[src/hdl/ssdbs_pkg.sv]
// ---------------------------------------------------------------------------
// SSD block selector package
// Item types, widths, item classes and the squared difference helper used
// by the front end, the back end and the top level of the selector.
// ---------------------------------------------------------------------------
package ssdbs_pkg;

  localparam int unsigned CHAN_W = 8;
  localparam int unsigned IDX_W  = 4;
  localparam int unsigned SSD_W  = 28;
  // Three squares of 8-bit differences fit in 18 bits.
  localparam int unsigned PIX_W  = 18;

  localparam logic [SSD_W-1:0] SSD_MAX = {SSD_W{1'b1}};

  localparam int unsigned MID_DEPTH_DEFAULT = 4;
  localparam int unsigned OUT_DEPTH_DEFAULT = 2;

  typedef struct packed {
    logic [CHAN_W-1:0] orig_blue;
    logic [CHAN_W-1:0] orig_green;
    logic [CHAN_W-1:0] orig_red;
    logic [CHAN_W-1:0] ref_blue;
    logic [CHAN_W-1:0] ref_green;
    logic [CHAN_W-1:0] ref_red;
    logic [IDX_W-1:0]  ref_index;
    logic              block_end;
    logic              final_ref;
  } in_item_t;

  typedef struct packed {
    logic [IDX_W-1:0] best_ref;
    logic [SSD_W-1:0] best_ssd;
  } out_item_t;

  // How the back end treats an item.
  typedef enum logic [1:0] {
    KIND_ACCUM      = 2'd0,
    KIND_BLOCK_END  = 2'd1,
    KIND_SEARCH_END = 2'd2
  } item_kind_t;

  typedef struct packed {
    logic [PIX_W-1:0] pix;
    logic [IDX_W-1:0] idx;
    item_kind_t       kind;
  } mid_item_t;

  function automatic logic [2*CHAN_W-1:0] sq_diff(input logic [CHAN_W-1:0] a,
                                                  input logic [CHAN_W-1:0] b);
    logic [CHAN_W-1:0] d;
    d = (a >= b) ? (a - b) : (b - a);
    return (2*CHAN_W)'(d) * (2*CHAN_W)'(d);
  endfunction

endpackage

[src/hdl/ssdbs_fifo.sv]
// ---------------------------------------------------------------------------
// SSD block selector queue
// Small first-in first-out queue in flip-flops with full and empty flags.
// ---------------------------------------------------------------------------
module ssdbs_fifo #(
  parameter int unsigned WIDTH = 8,
  parameter int unsigned DEPTH = 4
) (
  input  logic             clk,
  input  logic             rst,
  input  logic             push,
  input  logic [WIDTH-1:0] wdata,
  output logic             full,
  input  logic             pop,
  output logic [WIDTH-1:0] rdata,
  output logic             empty
);

  localparam int unsigned PTR_W = (DEPTH > 1) ? $clog2(DEPTH) : 1;
  localparam int unsigned CNT_W = $clog2(DEPTH + 1);

  logic [WIDTH-1:0] mem [DEPTH];
  logic [PTR_W-1:0] wr_ptr;
  logic [PTR_W-1:0] rd_ptr;
  logic [CNT_W-1:0] count;
  logic             do_push;
  logic             do_pop;

  assign full    = (count == CNT_W'(DEPTH));
  assign empty   = (count == '0);
  assign do_push = push && !full;
  assign do_pop  = pop && !empty;
  assign rdata   = mem[rd_ptr];

  always_ff @(posedge clk) begin
    if (do_push) begin
      mem[wr_ptr] <= wdata;
    end
  end

  always_ff @(posedge clk) begin
    if (rst) begin
      wr_ptr <= '0;
      rd_ptr <= '0;
      count  <= '0;
    end else begin
      if (do_push) begin
        wr_ptr <= (wr_ptr == PTR_W'(DEPTH - 1)) ? '0 : wr_ptr + PTR_W'(1);
      end
      if (do_pop) begin
        rd_ptr <= (rd_ptr == PTR_W'(DEPTH - 1)) ? '0 : rd_ptr + PTR_W'(1);
      end
      if (do_push && !do_pop) begin
        count <= count + CNT_W'(1);
      end else if (do_pop && !do_push) begin
        count <= count - CNT_W'(1);
      end
    end
  end

endmodule

[src/hdl/ssdbs_front.sv]
// ---------------------------------------------------------------------------
// SSD block selector front end
// Squares the three channel differences of a pixel pair and classifies it.
// ---------------------------------------------------------------------------
module ssdbs_front (
  input  ssdbs_pkg::in_item_t  pixel,
  output ssdbs_pkg::mid_item_t item
);
  import ssdbs_pkg::*;

  logic [2*CHAN_W-1:0] sq_b;
  logic [2*CHAN_W-1:0] sq_g;
  logic [2*CHAN_W-1:0] sq_r;

  always_comb begin
    sq_b = sq_diff(pixel.orig_blue,  pixel.ref_blue);
    sq_g = sq_diff(pixel.orig_green, pixel.ref_green);
    sq_r = sq_diff(pixel.orig_red,   pixel.ref_red);

    item.pix = PIX_W'(sq_b) + PIX_W'(sq_g) + PIX_W'(sq_r);
    item.idx = pixel.ref_index;

    // The last-candidate flag only counts on the last pixel of a block.
    if (!pixel.block_end) begin
      item.kind = KIND_ACCUM;
    end else if (pixel.final_ref) begin
      item.kind = KIND_SEARCH_END;
    end else begin
      item.kind = KIND_BLOCK_END;
    end
  end

endmodule

[src/hdl/ssdbs_back.sv]
// ---------------------------------------------------------------------------
// SSD block selector back end
// Accumulates block sums, keeps the best reference and emits search results.
// ---------------------------------------------------------------------------
module ssdbs_back (
  input  logic                  clk,
  input  logic                  rst,
  input  ssdbs_pkg::mid_item_t  item,
  input  logic                  item_empty,
  output logic                  item_pop,
  input  logic                  res_full,
  output logic                  res_push,
  output ssdbs_pkg::out_item_t  res
);
  import ssdbs_pkg::*;

  logic [SSD_W-1:0] running_sum;
  logic [SSD_W-1:0] least_sum;
  logic [IDX_W-1:0] least_index;
  logic             have_least;

  logic [SSD_W:0]   sum_wide;
  logic [SSD_W-1:0] sum_sat;
  logic             take;
  logic [SSD_W-1:0] cand_sum;
  logic [IDX_W-1:0] cand_index;

  // Stalling on a full result queue for every item keeps the control simple.
  assign item_pop = !item_empty && !res_full;

  always_comb begin
    sum_wide   = {1'b0, running_sum} + (SSD_W + 1)'(item.pix);
    sum_sat    = (sum_wide > {1'b0, SSD_MAX}) ? SSD_MAX : sum_wide[SSD_W-1:0];
    take       = !have_least || (sum_sat < least_sum);
    cand_sum   = take ? sum_sat : least_sum;
    cand_index = take ? item.idx : least_index;
    res_push   = item_pop && (item.kind == KIND_SEARCH_END);
    res.best_ref = cand_index;
    res.best_ssd = cand_sum;
  end

  always_ff @(posedge clk) begin
    if (rst) begin
      running_sum <= '0;
      least_sum   <= '0;
      least_index <= '0;
      have_least  <= 1'b0;
    end else if (item_pop) begin
      case (item.kind)
        KIND_ACCUM: begin
          running_sum <= sum_sat;
        end
        KIND_BLOCK_END: begin
          running_sum <= '0;
          least_sum   <= cand_sum;
          least_index <= cand_index;
          have_least  <= 1'b1;
        end
        KIND_SEARCH_END: begin
          running_sum <= '0;
          least_sum   <= '0;
          least_index <= '0;
          have_least  <= 1'b0;
        end
        default: begin
          running_sum <= running_sum;
        end
      endcase
    end
  end

endmodule

[src/hdl/ssd_reference_block_selector_top.sv]
// ---------------------------------------------------------------------------
// SSD reference block selector
// Picks, among candidate reference blocks, the one with the smallest sum of
// squared RGB differences against the original block.
// ---------------------------------------------------------------------------
//
//   Channel | Handshake         | Item
//   --------+-------------------+-----------------------------------------
//   input   | push / full       | pixel : original and reference RGB pair,
//           |                   |         ref_index, block_end, final_ref
//   result  | empty / pop       | result: best_ref, best_ssd
//
// One pixel pair is taken every clock cycle while full is low. The front end
// squares the channel differences in the same cycle it accepts the item and
// writes the per-pixel sum into a queue of MID_DEPTH entries. The back end
// takes one entry per cycle while the result queue is not full, does one
// saturating add and one compare, and on the end of a search writes the
// result into a queue of OUT_DEPTH entries, whose oldest entry sits on the
// result ports until it is popped. A held result (pop low) stalls only the
// back end; the front keeps accepting until the middle queue fills. The
// synchronous reset empties both queues and clears the running and best
// sums at once.
// ---------------------------------------------------------------------------
module ssd_reference_block_selector_top #(
  parameter int unsigned MID_DEPTH = ssdbs_pkg::MID_DEPTH_DEFAULT,
  parameter int unsigned OUT_DEPTH = ssdbs_pkg::OUT_DEPTH_DEFAULT
) (
  input  logic                 clk,
  input  logic                 rst,
  input  logic                 push,
  output logic                 full,
  input  ssdbs_pkg::in_item_t  pixel,
  output logic                 empty,
  input  logic                 pop,
  output ssdbs_pkg::out_item_t result
);
  import ssdbs_pkg::*;

  mid_item_t front_item;
  mid_item_t back_item;
  logic      mid_empty;
  logic      mid_pop;
  out_item_t res_item;
  logic      res_push;
  logic      res_full;

  // Front end: squares and classifies each accepted pixel pair.
  ssdbs_front u_front (
    .pixel (pixel),
    .item  (front_item)
  );

  // Queue between front and back end, so each side can stall on its own.
  ssdbs_fifo #(
    .WIDTH ($bits(mid_item_t)),
    .DEPTH (MID_DEPTH)
  ) u_mid_fifo (
    .clk   (clk),
    .rst   (rst),
    .push  (push),
    .wdata (front_item),
    .full  (full),
    .pop   (mid_pop),
    .rdata (back_item),
    .empty (mid_empty)
  );

  // Back end: block sums, best-candidate tracking and result generation.
  ssdbs_back u_back (
    .clk        (clk),
    .rst        (rst),
    .item       (back_item),
    .item_empty (mid_empty),
    .item_pop   (mid_pop),
    .res_full   (res_full),
    .res_push   (res_push),
    .res        (res_item)
  );

  // Result queue: the oldest result sits on the result ports.
  ssdbs_fifo #(
    .WIDTH ($bits(out_item_t)),
    .DEPTH (OUT_DEPTH)
  ) u_out_fifo (
    .clk   (clk),
    .rst   (rst),
    .push  (res_push),
    .wdata (res_item),
    .full  (res_full),
    .pop   (pop),
    .rdata (result),
    .empty (empty)
  );

endmodule

[config.mk]
export PLATFORM = sky130hd
export DESIGN_NAME = ssd_reference_block_selector_top
export DESIGN_NICKNAME = d
export VERILOG_FILES = /design/src/hdl/ssdbs_pkg.sv /design/src/hdl/ssdbs_fifo.sv /design/src/hdl/ssdbs_front.sv /design/src/hdl/ssdbs_back.sv /design/src/hdl/ssd_reference_block_selector_top.sv
export SDC_FILE = /design/constraint.sdc
export NUM_CORES = 1
export LEC_CHECK = 0
export BUFFER_PORTS_ARGS = -buffer_cell sky130_fd_sc_hd__buf_2
export CELL_PAD_IN_SITES_DETAIL_PLACEMENT = 1
export CELL_PAD_IN_SITES_GLOBAL_PLACEMENT = 2
export CORE_UTILIZATION = 45
export CTS_CLUSTER_DIAMETER = 100
export DETAILED_ROUTE_END_ITERATION = 8
export GPL_TIMING_DRIVEN = 0
export HOLD_SLACK_MARGIN = 0.08
export PLACE_DENSITY = 0.87
export SLEW_MARGIN = 20
export SYNTH_ARGS = -nofsm -noshare
export SYNTH_HDL_FRONTEND = slang
export SYNTH_SLANG_ARGS = --single-unit
[constraint.sdc]
create_clock -name clk -period 21.7 [get_ports clk]
set_input_delay 3.255 -clock clk [delete_from_list [all_inputs] [get_ports clk]]
set_output_delay 3.255 -clock clk [all_outputs]
set_load 0.01 [all_outputs]
Yosys cells after proc, flatten, opt, wreduce, memory -nomap -nowiden
Memories as Yosys holds them, arrays and structs flattened. A register that Yosys moved wholly into a read port is not among the register bits.
Index checks and enable logic that the tools add are counted.
{"block": "totals", "elab_cells": 101, "regBits": 72, "memories": 2, "inputBits": 58, "out_inout_bits": 34, "ramBits": 160}
{"block": "op_classes", "multipliers": 3, "order_cmp": 5, "n_mux": 28, "n_eq_ne": 6, "n_reduce_logical": 30, "addsub": 17}
{"name": "u_mid_fifo.mem", "words": 4, "width": 24, "read_ports": 1, "rd_clocked_by_memory_dff": 1, "write_ports": 1, "line_no": "ssdbs_fifo.sv:22", "rtl": "logic [WIDTH-1:0] mem [DEPTH];"}
{"name": "u_out_fifo.mem", "words": 2, "width": 32, "read_ports": 1, "rd_clocked_by_memory_dff": 1, "write_ports": 1, "line_no": "ssdbs_fifo.sv:22"}
{"op": "case mux 28 bit (2 select lines)", "count": 2}
{"op": "2-to-1 mux 28 bit", "count": 2}
{"op": "multiplier 8 x 8 -> 16 bit", "count": 3}
{"op": "subtractor 8 bit", "count": 6}
{"op": "adder 28 x 18 -> 29 bit", "count": 1}
{"op": "> comparator 29 x 28 -> 1 bit (second input constant)", "count": 1}
{"op": "less-than comparator 28 bit", "count": 1}
{"op": ">= comparator 8 bit", "count": 3}
{"op": "2-to-1 mux 8 bit", "count": 3}
{"op": "adder 18 x 16 -> 18 bit", "count": 1}
{"op": "adder 16 x 16 -> 17 bit", "count": 1}
{"op": "2-to-1 mux 2 bit", "count": 8}
{"op": "logical AND 1 bit", "count": 10}
{"op": "zero test 1 bit", "count": 9}
{"op": "== test 2 bit (second input constant)", "count": 4}
{"op": "2-to-1 mux 1 bit", "count": 8}
{"op": "case mux 4 bit (2 select lines)", "count": 1}
{"op": "nonzero test 2 bit", "count": 4}
{"op": "adder 2 x 1 -> 2 bit (second input constant)", "count": 3}
{"op": "2-to-1 mux 3 bit", "count": 2}
{"op": "zero test 2 bit", "count": 2}
{"op": "2-to-1 mux 4 bit", "count": 1}
{"op": "AND reduction 2 bit", "count": 2}
{"op": "adder 3 x 1 -> 3 bit (second input constant)", "count": 1}
{"op": "9 further kinds", "count": 10}

Logic depth before layout (Yosys ltp)
Gate-level depths: netlist (run 1).
{"block": "logic_depth", "ltp_word": 9, "depth_mapped": 43, "mapped_depth_nobuf": 43}

Cells and area by module
A second synthesis (run 1) with hierarchy kept.
{"block": "hier_totals", "hier_cells": 1715, "area_unflattened_um2": 18590.3}
{"module": "ssdbs_front", "cells_per_inst": 890, "instances": 1, "seq_area_each_um2": 0.0, "area_per_inst_um2": 7624.8}
{"module": "ssdbs_back", "cells_per_inst": 524, "instances": 1, "seq_area_each_um2": 1221.2, "area_per_inst_um2": 4486.8}
{"module": "ssdbs_fifo at u_mid_fifo", "cells_per_inst": 176, "instances": 1, "seq_area_each_um2": 3062.9, "area_per_inst_um2": 3952.5}
{"module": "ssdbs_fifo at u_out_fifo", "cells_per_inst": 125, "instances": 1, "seq_area_each_um2": 2021.9, "area_per_inst_um2": 2526.2}

Worst setup path before layout (run 1)
OpenSTA, ideal clock, no wires.
{"block": "synth_path", "path_kind": "input port to flip-flop", "start": "input port pixel[38] (netlist name)", "end": "memory u_mid_fifo.mem[0][23] (netlist name), data pin", "arrival_time_ns": 13.212, "setup_ns": 0.272, "cell_stages": 37, "n_path_buf": 0, "path_slack_ns": 8.217, "required_ns": 21.428, "path_cell_list": "inv_1 ha_1 inv_1 fa_1 a21oi_1 o22ai_1 o41a_1 nor2_2 mux2_2 a221oi_1 nand3_1 nor2_1 fa_1 fa_1 fa_1 fa_1 fa_1 inv_1 fa_1 inv_1 ha_1 a21oi_1 xnor2_1 ha_1 fa_1 inv_1 fa_1 inv_1 fa_1 ha_1 or2_2 a21oi_1 a211oi_1 or3_1 a31o_2 a21oi_1 xnor2_1"}
{"element": "start: declaration", "line_no": "ssd_reference_block_selector_top.sv:32", "rtl": "input ssdbs_pkg::in_item_t pixel,"}
{"element": "end: declaration", "line_no": "ssdbs_fifo.sv:22"}

==> flow_metrics.tcl, run 1 <==
set metrics [dict create \
    status "completed" \
    syn_avg_cell_area_um2 10.4 \
    dp_hpwl_um 35000 \
    min_period_ns 14.69 \
    drive_gt1_frac 0.132 \
    detail-route-antenna-nets 0 \
    startpoint_type "input port" \
    hp-start "u_back.least_index[3]" \
    initial_core_util 0.457 \
    syn_inst 1785 \
    clk_latency_ns 0.52 \
    grt_max_degree 33 \
    setup_violations 0 \
    first_pass_iters 5 \
    synth_area_um2 18600 \
    worst_pin_slew_ns 1.07 \
    root_buffer "clkbuf_16" \
    fmax_mhz 68.1 \
    top_level_ports 92 \
    final.setup.tns_ns 0 \
    grt_overflow_total 0 \
    yosysMostFrequentCell "inv_1" \
    r2r_cells 20 \
    post_cts_resized 0 \
    area_growth_pct 10.4 \
    die_area_um2 42300 \
    avgRoutedWirePerCell_um 17.4 \
    clock_path_buffers 3 \
    tritoncts "yes" \
    grt_usage 0.209 \
    antenna_cells 0 \
    period_share 0.677 \
    synth_warnings 0 \
    ys_ff_latch 235 \
    synth_seq_area_share 0.338 \
    startpoint "pixel[22]" \
    ys_async_sr_fraction 0 \
    cts-buffers-inserted 23 \
    nets 2278 \
    cpMostUsedCell "fa_1" \
    viasPerCell 5.35 \
    cp.arrival_ns 14.97 \
    drt-total-wl_um 42800 \
    path_class "in -> reg" \
    drv_slew 0 \
    grt_pass1_wl_um 70600 \
    hold_path_class "reg -> reg" \
    relSlewSlack 0.282 \
    synth_area_leaders "edfxtp_1 (26%), fa_1 (14%), ha_1 (13%)" \
    rows 74 \
    die_w_um 206 \
    dr.first_iter.drc_count 416 \
    cts-hold-fix-buffers 0 \
    ys.flop_type "edfxtp_1" \
    cp_slowest_stage_delay_ns 0.69 \
    htreeDepth 1 \
    synth_top_area_share 0.258 \
    synth_edf_count 160 \
    clock-sinks 235 \
    cp-end-kind "flop" \
    yosysTopAreaCell "edfxtp_1" \
    finalHoldViolations 0 \
    grt_pass1_vias 14000 \
    drc 0 \
    antenna_found_initial 0 \
    port_buffers 90 \
    die_h_um 206 \
    finClkSkew_ns 0.0183 \
    clkSlewWorstSetupHoldPaths_ns 0.07 \
    synthTopCellsByCount "inv_1 (285), ha_1 (192), edfxtp_1 (160), nor2_1 (154), fa_1 (126)" \
    core-area_um2 40800 \
    place_congestion 0.845 \
    critPathSlowestCell "xnor2_1" \
    rsz0062_at_grt "false" \
    syn-num-nets 2161 \
    drv_cap 0 \
    hold_depth 1 \
    crit_fanout 9 \
    post_cts_buffers 0 \
    synth.distinct_cells 80 \
    via_count 13100 \
    required_ns 21.98 \
]
==> metal layers <==
metal  track usage  share of wire  routed length (um)  up-vias
met5             0              0                   0        -
met4        0.0460          0.019                 817        0
met3        0.0150          0.016                 694       41
met2         0.396           0.53               22600      118
met1         0.256           0.44               18700     6568
li1              -              -                   -     6385
==> cell type report <==
cell class	instances	area, um2
well taps	532	666
clock buffers	28	614
plain buffers	51	225
inverters	286	1070
flip-flops and latches	235	6310
fillers	4570	20200
clock inverters	14	156
multi-input cells	1213	11100
repair buffers	92	490
==> cell families (layout without fill, tap and decap cells) <==
family,count (synthesis),count (layout),synth area share
AO/OA/AOI/OAI,304,304,0.114
buffers and inverters,337,471,0.0696
AND/OR/NAND/NOR,421,421,0.108
flip-flops,235,235,0.338
multiplexers,99,99,0.0730
XOR/XNOR,71,71,0.0337
adder cells (fa/ha/maj),318,318,0.264
==> flip-flops by register name, summed over array words and instances, names as in the netlist, named ones only <==
register and count:
u_out_fifo.mem 64, u_mid_fifo.rd_ptr 2, u_back.least_index 4, u_mid_fifo.count 3
u_out_fifo.rd_ptr 1, u_back.have_least 1, u_out_fifo.count 2, u_out_fifo.wr_ptr 1
u_mid_fifo.mem 96, u_back.running_sum 28, u_mid_fifo.wr_ptr 2, u_back.least_sum 28
==> layout by cell type (no fill, tap or decap), types with 16 or more instances in the layout <==
cell type  netlist  layout
nand2b_1        24      24
nand2_1         86      86
buf_2            5      95
dfxtp_1         75      75
clkbuf_1        33      36
nand3_1         28      28
xor2_1          30      30
nor2b_1         16      16
fa_1           126     126
mux2_2          56      56
ha_1           192     192
nor3_1          30      30
and2_1          22      18
a21oi_1         84      84
edfxtp_1       160     160
inv_1          285     285
nor2_1         154     153
o21ai_0         43      43
a22o_1          33      33
mux2i_1         19      19
clkbuf_16        0      23
a21o_1          17      17
mux4_2          24      24
a22oi_1         16      16
xnor2_1         40      40
==> per-stage QoR <==
step	hold WS, ns	setup WS, ns	util	instance area (um2)	std cells
6_report	0.481	7.01	0.504	20600	2451
5_1_grt	0.502	6.40	0.504	20600	2451
4_1_cts	0.482	6.97	0.504	20600	2451
3_5_place_dp	0.463	6.44	0.485	19800	2409
3_3_place_gp	0.457	6.65	0.484	19800	2407
2_1_floorplan	0.436	8.22	-	18600	1785
==> path summary, 6_finish.rpt <==
kind,to,slack [ns]
min,u_back.least_index[3],0.48
max reg2reg,u_out_fifo.mem[0][11],14.02
max,u_mid_fifo.mem[2][23],7.01
min reg2reg,u_back.least_index[3],0.48
==> worst max-delay path: cells and delay by family <==
| kind | cells | cell delay, ns |
|---|---|---|
| AOI/OAI and AO/OA | 9 | 1.76 |
| adders and majority gates | 13 | 6.04 |
| muxes | 1 | 0.26 |
| xor gates and xnor gates | 3 | 1.17 |
| buffers and inverters | 8 | 1.20 |
| and+or+nand+nor | 4 | 1.27 |
Power of run 1 is not shown: default switching activity piles up to over one toggle a cycle in this logic, so the estimate is an artifact.
==> run 2: changes to the inputs <==
CORE_UTILIZATION = 38   (was 45)
PLACE_DENSITY = 0.78   (was 0.87)
clock period = 12.9 ns   (was 21.7 ns; I/O delays follow)
==> flow_metrics.tcl, run 2 (synthesized netlist as in run 1, its figures left out) <==
set metrics [dict create \
    status "completed" \
    worst_pin_slew_ns 0.966 \
    initial_core_util 0.388 \
    drc 0 \
    reg2reg_slack_ns 5.18 \
    cp_slowest_stage_delay_ns 0.55 \
    htreeDepth 1 \
    setup_violations 0 \
    clk_latency_ns 0.55 \
    place_inst 2492 \
    regToRegEndpoint "u_out_fifo.mem[0][13]" \
    cts-hold-fix-buffers 0 \
    viasPerCell 5.15 \
    area_growth_pct 12.8 \
    min_period_ns 12.36 \
    clkSlewWorstSetupHoldPaths_ns 0.06 \
    hold_depth 1 \
    tritoncts "yes" \
    relSlewSlack 0.351 \
    critPathSlowestCell "fa_1" \
    required_ns 13.16 \
    place_congestion 0.846 \
    rows 80 \
    clock_path_buffers 3 \
    hp-start "u_back.least_sum[8]" \
    grt_pass1_vias 14200 \
    clock-sinks 235 \
    top_regs "u_mid_fifo.mem (96), u_out_fifo.mem (64)" \
    hold_path_class "reg -> reg" \
    cpMostUsedCell "inv_1" \
    rsz0062_at_grt "false" \
    drv_slew 0 \
    top_level_ports 92 \
    cts-buffers-inserted 24 \
    period_share 0.958 \
    antenna_found_initial 1 \
    root_buffer "clkbuf_16" \
    dr.first_iter.drc_count 411 \
    via_count 13100 \
    startpoint_type "input port" \
    crit_buf_inv 14 \
    grt_usage 0.179 \
    drive_gt1_frac 0.152 \
    path_delay_family "adder cells" \
    cp-end-kind "flop" \
    final.setup.tns_ns 0 \
    whs_ns 0.480 \
    fmax_mhz 80.9 \
    final_cell_mix "inv_1 (284), ha_1 (191), edfxtp_1 (160), nor2_1 (151), fa_1 (126)" \
    dp_hpwl_um 35900 \
    largest_register_ffs 96 \
    nets 2290 \
    min_to "u_back.least_sum[8]" \
    grt_max_degree 32 \
    fin_cells 2548 \
    cp.arrival_ns 12.63 \
    die_area_um2 50000 \
    finClkSkew_ns 0.0263 \
    grt_pass1_wl_um 72600 \
    die_w_um 224 \
    path_class "in -> reg" \
    regMostFlops "u_mid_fifo.mem" \
    die_h_um 224 \
    crit_fanout 9 \
    core-area_um2 48000 \
    fin_util 0.438 \
    finalHoldViolations 0 \
    r2r_cells 21 \
    grt_overflow_total 0 \
    port_buffers 90 \
    avgRoutedWirePerCell_um 17.6 \
    drt-total-wl_um 44900 \
    drv_cap 0 \
    first_pass_iters 5 \
    layout_commonest_cell "inv_1" \
    detail-route-antenna-nets 0 \
]
## run 2: changes by cell type in the layout (fill, tap and decap cells not counted), sizes merged
cell,previous run,this run
buf,109,122
clkbuf,62,58
clkinv,8,12
clkinvlp,3,1
inv,286,288
diode,0,1
## run 2: how the worst max path moves through the flow
stage,from,endpoint,slack (ns),cells past startpoint
2_1_floorplan,pixel[38],u_mid_fifo.mem[0][23],0.74,37
3_3_place_gp,pixel[22],u_mid_fifo.mem[0][23],-0.88,38
3_5_place_dp,pixel[22],u_mid_fifo.mem[2][23],-1.17,38
4_1_cts,pixel[22],u_mid_fifo.mem[3][23],0.02,41
5_1_grt,pixel[27],u_mid_fifo.mem[3][23],0.01,42
6_report,pixel[22],u_mid_fifo.mem[3][23],0.54,44
## run 2: area by class of cell
cell class	count	area (um2)
Clock buffer	26	608
Clock inverter	18	200
Fill cell	5364	27000
Timing Repair Buffer	104	581
Multi-Input combinational cell	1213	11300
Sequential cell	235	6310
Inverter	286	1070
Buffer	50	228
Tap cell	615	769
Antenna cell	1	2.50
## run 2: timing repair
item	4_1_cts	5_1_grt
endpoints found under the setup margin	12	12
buffers inserted	0	12
pin swaps	0	8
resized for setup	11	32
gates cloned	0	0
## run 2: per-stage QoR
| step | setup slack (ns) | cell area [um2] |
|---|---|---|
| 2_1_floorplan | 0.737 | 18600 |
| 3_3_place_gp | -0.881 | 19900 |
| 3_5_place_dp | -1.17 | 19900 |
| 4_1_cts | 0.0177 | 20800 |
| 5_1_grt | 0.0114 | 21000 |
| 6_report | 0.536 | 21000 |
## run 2: metal layers
| layer | wire length (um) | GRT usage | part of all wire |
|---|---|---|---|
| met5 | 0 | 0 | 0 |
| met4 | 777 | 0.0418 | 0.017 |
| met3 | 861 | 0.0130 | 0.019 |
| met2 | 23000 | 0.333 | 0.51 |
| met1 | 20200 | 0.224 | 0.45 |
Power of run 2 is left out for the same reason.
